## config.mk

```make
export PLATFORM = sky130hd
export DESIGN_NAME = mrwt_ctrl
export DESIGN_NICKNAME = d
export VERILOG_FILES = /design/src/mrwt_pkg.sv /design/src/mrwt_ctrl.sv
export SDC_FILE = /design/constraint.sdc
export NUM_CORES = 1
export LEC_CHECK = 0
export CORE_AREA = 2 2 39 41
export DETAILED_ROUTE_END_ITERATION = 7
export DIE_AREA = 0 0 41 43
export DONT_BUFFER_PORTS = 1
export SLEW_MARGIN = 10
export SYNTH_ARGS = -nofsm -noshare
export SYNTH_HDL_FRONTEND = slang
export SYNTH_SLANG_ARGS = --single-unit
```

## constraint.sdc

```tcl
create_clock -name clk -period 2.1 [get_ports clk]
set_clock_uncertainty 0.2 [all_clocks]
set_input_delay 0.105 -clock clk [delete_from_list [all_inputs] [get_ports clk]]
set_output_delay 0.105 -clock clk [all_outputs]
set_load 0.1 [all_outputs]
```

## src/mrwt_pkg.sv

```systemverilog
// Package for the Miller-Rabin witness test block.
// Holds controller states and the controller/datapath command and status structs.
// No dependencies.
package mrwt_pkg;

    typedef enum logic [2:0] {
        ST_IDLE,
        ST_SPLIT,
        ST_POW,
        ST_CHECK,
        ST_SQUARE,
        ST_DONE
    } state_t;

    // multiplier operand select
    typedef enum logic [1:0] {
        MUL_RES_SQ,  // result * sq
        MUL_SQ_SQ,   // sq * sq
        MUL_X_X      // x * x (x held in result register)
    } mul_sel_t;

    typedef struct packed {
        logic     load;       // capture candidate and witness
        logic     split_step; // q >>= 1, s++
        logic     mul_start;  // start one modular multiply
        mul_sel_t mul_sel;
        logic     exp_shift;  // e >>= 1 when the square is started
        logic     s_dec;      // s-- (count remaining squarings down)
    } cmd_t;

    typedef struct packed {
        logic bad_input;
        logic q_odd;
        logic e_zero;
        logic e_lsb;
        logic mul_busy;
        logic mul_done;
        logic x_is_one;
        logic x_is_nm1;
        logic s_left;     // more squarings remain
    } status_t;

endpackage

```

## src/mrwt_ctrl.sv

```systemverilog
// Controller state machine: sequences split, square-and-multiply and squaring loop.
// Depends on mrwt_pkg.
module mrwt_ctrl (
    input  logic              clk,
    input  logic              rst_n,
    input  logic              in_fire,
    input  logic              out_fire,
    input  mrwt_pkg::status_t status,
    output mrwt_pkg::cmd_t    cmd,
    output logic              idle,
    output logic              res_valid,
    output logic              res_prime,
    output logic              res_error
);
    mrwt_pkg::state_t state_reg, state_next;
    logic prime_reg, prime_next;
    logic wait_reg, wait_next;   // multiply in flight
    logic sqpend_reg, sqpend_next; // pow: square still owed this bit

    always_ff @(posedge clk or negedge rst_n)
    begin
        if (!rst_n)
        begin
            state_reg  <= mrwt_pkg::ST_IDLE;
            prime_reg  <= 1'b0;
            wait_reg   <= 1'b0;
            sqpend_reg <= 1'b0;
        end
        else
        begin
            state_reg  <= state_next;
            prime_reg  <= prime_next;
            wait_reg   <= wait_next;
            sqpend_reg <= sqpend_next;
        end
    end

    always_comb
    begin
        state_next  = state_reg;
        prime_next  = prime_reg;
        wait_next   = wait_reg;
        sqpend_next = sqpend_reg;
        cmd         = '0;
        cmd.mul_sel = mrwt_pkg::MUL_RES_SQ;
        case (state_reg)
            mrwt_pkg::ST_IDLE:
            begin
                if (in_fire)
                begin
                    cmd.load   = 1'b1;
                    prime_next = 1'b0;
                    state_next = mrwt_pkg::ST_SPLIT;
                end
            end
            mrwt_pkg::ST_SPLIT:
            begin
                if (status.bad_input)
                    state_next = mrwt_pkg::ST_DONE;
                else if (!status.q_odd)
                    cmd.split_step = 1'b1;
                else
                begin
                    wait_next   = 1'b0;
                    sqpend_next = 1'b0;
                    state_next  = mrwt_pkg::ST_POW;
                end
            end
            mrwt_pkg::ST_POW:
            begin
                if (wait_reg)
                begin
                    if (status.mul_done)
                        wait_next = 1'b0;
                end
                else if (sqpend_reg)
                begin
                    cmd.mul_start = 1'b1;
                    cmd.mul_sel   = mrwt_pkg::MUL_SQ_SQ;
                    cmd.exp_shift = 1'b1;
                    sqpend_next   = 1'b0;
                    wait_next     = 1'b1;
                end
                else if (status.e_zero)
                    state_next = mrwt_pkg::ST_CHECK;
                else
                begin
                    sqpend_next = 1'b1;
                    if (status.e_lsb)
                    begin
                        cmd.mul_start = 1'b1;
                        wait_next     = 1'b1;
                    end
                end
            end
            mrwt_pkg::ST_CHECK:
            begin
                if (status.x_is_one || status.x_is_nm1)
                begin
                    prime_next = 1'b1;
                    state_next = mrwt_pkg::ST_DONE;
                end
                else if (status.s_left)
                begin
                    cmd.mul_start = 1'b1;
                    cmd.mul_sel   = mrwt_pkg::MUL_X_X;
                    cmd.s_dec     = 1'b1;
                    wait_next     = 1'b1;
                    state_next    = mrwt_pkg::ST_SQUARE;
                end
                else
                    state_next = mrwt_pkg::ST_DONE;
            end
            mrwt_pkg::ST_SQUARE:
            begin
                if (wait_reg)
                begin
                    if (status.mul_done)
                        wait_next = 1'b0;
                end
                else if (status.x_is_nm1)
                begin
                    prime_next = 1'b1;
                    state_next = mrwt_pkg::ST_DONE;
                end
                else if (status.x_is_one || !status.s_left)
                    state_next = mrwt_pkg::ST_DONE;
                else
                begin
                    cmd.mul_start = 1'b1;
                    cmd.mul_sel   = mrwt_pkg::MUL_X_X;
                    cmd.s_dec     = 1'b1;
                    wait_next     = 1'b1;
                end
            end
            mrwt_pkg::ST_DONE:
            begin
                if (out_fire)
                    state_next = mrwt_pkg::ST_IDLE;
            end
            default:
                state_next = mrwt_pkg::ST_IDLE;
        endcase
    end

    assign idle      = (state_reg == mrwt_pkg::ST_IDLE);
    assign res_valid = (state_reg == mrwt_pkg::ST_DONE);
    assign res_prime = prime_reg;
    assign res_error = status.bad_input;
endmodule

```

==> results.json <==
{
  "drt_pass1_iterations": 4,
  "hold_class": "input pin to output pin",
  "area_growth_syn_to_layout_pct": 63.45,
  "ios": 24,
  "cpMaxStageDelayCell": "dfrtp_2",
  "chipHeight_um": 43,
  "path_clk_slew_ns": 0.05,
  "setup_viol": 0,
  "drc": 0,
  "layout.cells.non_filler": 108,
  "max_freq_mhz": 506.6,
  "grt_overflow": 0,
  "async_reset_ff_share_pct": 100.0,
  "grt_max_degree": 13,
  "required_ns": 1.79,
  "finalCritPeriodShare_pct": 93.99,
  "syn_area_um2": 558.0,
  "endpoint_kind": "output pin",
  "io_buffers": 0,
  "maxCapViolations": 0,
  "r2r_setup_slack_ns": 0.18,
  "worstMarginPinSlew_ns": 0.4603,
  "slowest_delay_ns": 0.48,
  "yosys_warnings": 0,
  "gp_congestion": 0.7167,
  "synthFlopType": "dfrtp_1",
  "path_common_cell": "nor2_4",
  "synth.most_common_cell": "nor2_1",
  "synthTopCellsByArea": "dfrtp_1, nor2_1, a21oi_1, buf_6, inv_1",
  "powerDensity_nw_per_um2": 1393,
  "cts_made_buffers": 3,
  "die_area_um2": 1763,
  "cts_max_level": 1,
  "arrival_ns": 1.67,
  "slew_viol_final": 0,
  "rsz0062_at_grt": "no",
  "cts.sinks": 6,
  "drive_gt1_share_pct": 34.78,
  "path_class": "flop to output pin",
  "synthCells": 69,
  "wirelength_um": 1398,
  "clock_path_buffers": 2,
  "hold_violations": 0,
  "core_area_um2": 1384,
  "synth.avg_cell_area_um2": 8.087,
  "vias_per_cell": 5.509,
  "globalRouteTotalUtil_pct": 19.21,
  "num_vias": 595,
  "path_cells": "or3b_4, nor2_4, a21oi_2, nor2_4, buf_12",
  "yosys.area.top_type": "dfrtp_1",
  "dp_hpwl_um": 1038,
  "largest_reg_flops": 3,
  "tns_ns": 0,
  "root_buffer": "clkbuf_4",
  "synth_edf_count": 0,
  "drt_iter0_drc": 4,
  "ys_ff_latch": 6,
  "first_global_vias": 533,
  "power_mw": 1.271,
  "ant_nets": 0,
  "relSlewSlack_pct": 69.31,
  "synth_top_area_share_pct": 26.91,
  "start_util_pct": 40.33,
  "ys_types": 33,
  "start_kind": "flop",
  "synth_fp_nets": 82,
  "cts_tree": "yes",
  "num_rows": 14,
  "synth_common_cells": "nor2_1, dfrtp_1, inv_1",
  "status": "completed",
  "clk_latency_ns": 0.25,
  "grt_pass1_wl_um": 2242,
  "final_util_pct": 65.91,
  "period_minus_slack_ns": 1.974,
  "wl_per_cell_um": 12.94,
  "path_max_fanout": 11,
  "n_antenna_cell": 0,
  "dp.cells": 92,
  "antenna_found_initial": 0,
  "static-leakage-power_nw": 0.3427,
  "ir_worst_vdd_v": 0.0006760,
  "die-width_um": 41,
  "fill_cells": 129,
  "ys_seq_area_share_pct": 26.91,
  "finish.net_count": 107
}
## final cells by class
cell class,instances,area [µm²],area share [%]
clock buffers,3,22.52,2.469
multi-input cells,52,424.2,46.50
flip-flops and latches,6,152.6,16.74
repair buffers,25,270.3,29.63
well taps,16,20.02,2.195
inverters,6,22.52,2.469
## per-layer routing
layer,routed length (µm),track usage [%],vias up
met4,30,12.00,0
met5,0,0,-
met2,665,27.81,20
met1,629,25.42,276
met3,73,3.141,3
li1,-,-,296
## repair_timing
| item | in CTS | in global routing |
|---|---|---|
| endpoints found under the setup margin | 0 | 2 |
| endpoints found under the hold margin | 12 | 0 |
| hold buffers | 13 | 0 |
| gates resized for setup | 0 | 3 |
| setup buffers | 0 | 0 |
## power breakdown
group / internal [mW] / leakage, nW / total, mW / switching, mW
Combinational: 0.301 / 0.254 / 0.901 / 0.600
Sequential: 0.165 / 0.0752 / 0.263 / 0.0984
Clock: 0.0646 / 0.0138 / 0.107 / 0.0421
## final timing paths
path | end | start | depth (start not counted)
max in group asynchronous | state_reg[0] | rst_n | 2
min in group asynchronous | wait_reg | rst_n | 2
hold / removal | res_error | status[8] | 0
hold reg to reg | res_prime | res_prime | 2
setup reg to reg | state_reg[0] | state_reg[2] | 6
setup / recovery | cmd[3] | state_reg[1] | 5
## metrics by stage
| step | area, µm² | worst slack [ns] | hold slack, ns |
|---|---|---|---|
| final | 912.1 | 0.1261 | 0.01015 |
| after global routing | 912.1 | 0.06237 | 0.01067 |
| after CTS | 907.1 | 0.07194 | 0.01073 |
| after detailed placement | 754.5 | 0.2758 | -0.3904 |
| after global placement | 754.5 | 0.2921 | -0.3904 |
| after floorplan | 619.3 | -0.5680 | -0.3906 |
## worst max-delay path, delay by kind of cell (launching register included)
kind | cells | cell delay [ns]
and+or+nand+nor | 3 | 0.68
DFF | 1 | 0.48
buffers and inverters | 1 | 0.18
AOI/OAI and AO/OA | 1 | 0.08
## logic make-up (layout without fill, tap and decap cells)
kind of cell / Yosys count / after routing / synth area share [%]
buffers and inverters: 11 / 34 / 11.21
DFF: 6 / 6 / 26.91
AOI/OAI and AO/OA: 20 / 20 / 24.44
muxes: 2 / 2 / 4.036
and+or+nand+nor: 30 / 30 / 33.41
## layout by cell type (no fill, tap or decap), types with 2 or more instances in the layout
cell	count
dlygate4sd3_1	13
buf_4	8
nor2_1	7
inv_1	6
a21oi_1	5
buf_12	4
dfrtp_1	4
nor2_4	3
clkbuf_4	3
o21ai_0	2
nand3_1	2
nand2b_1	2
o22ai_1	2
nand4bb_1	2
nor4b_4	2
nand2_1	2
o21a_1	2
a31oi_1	2
dfrtp_2	2
Note: power is estimated with default switching activity, not from simulation.
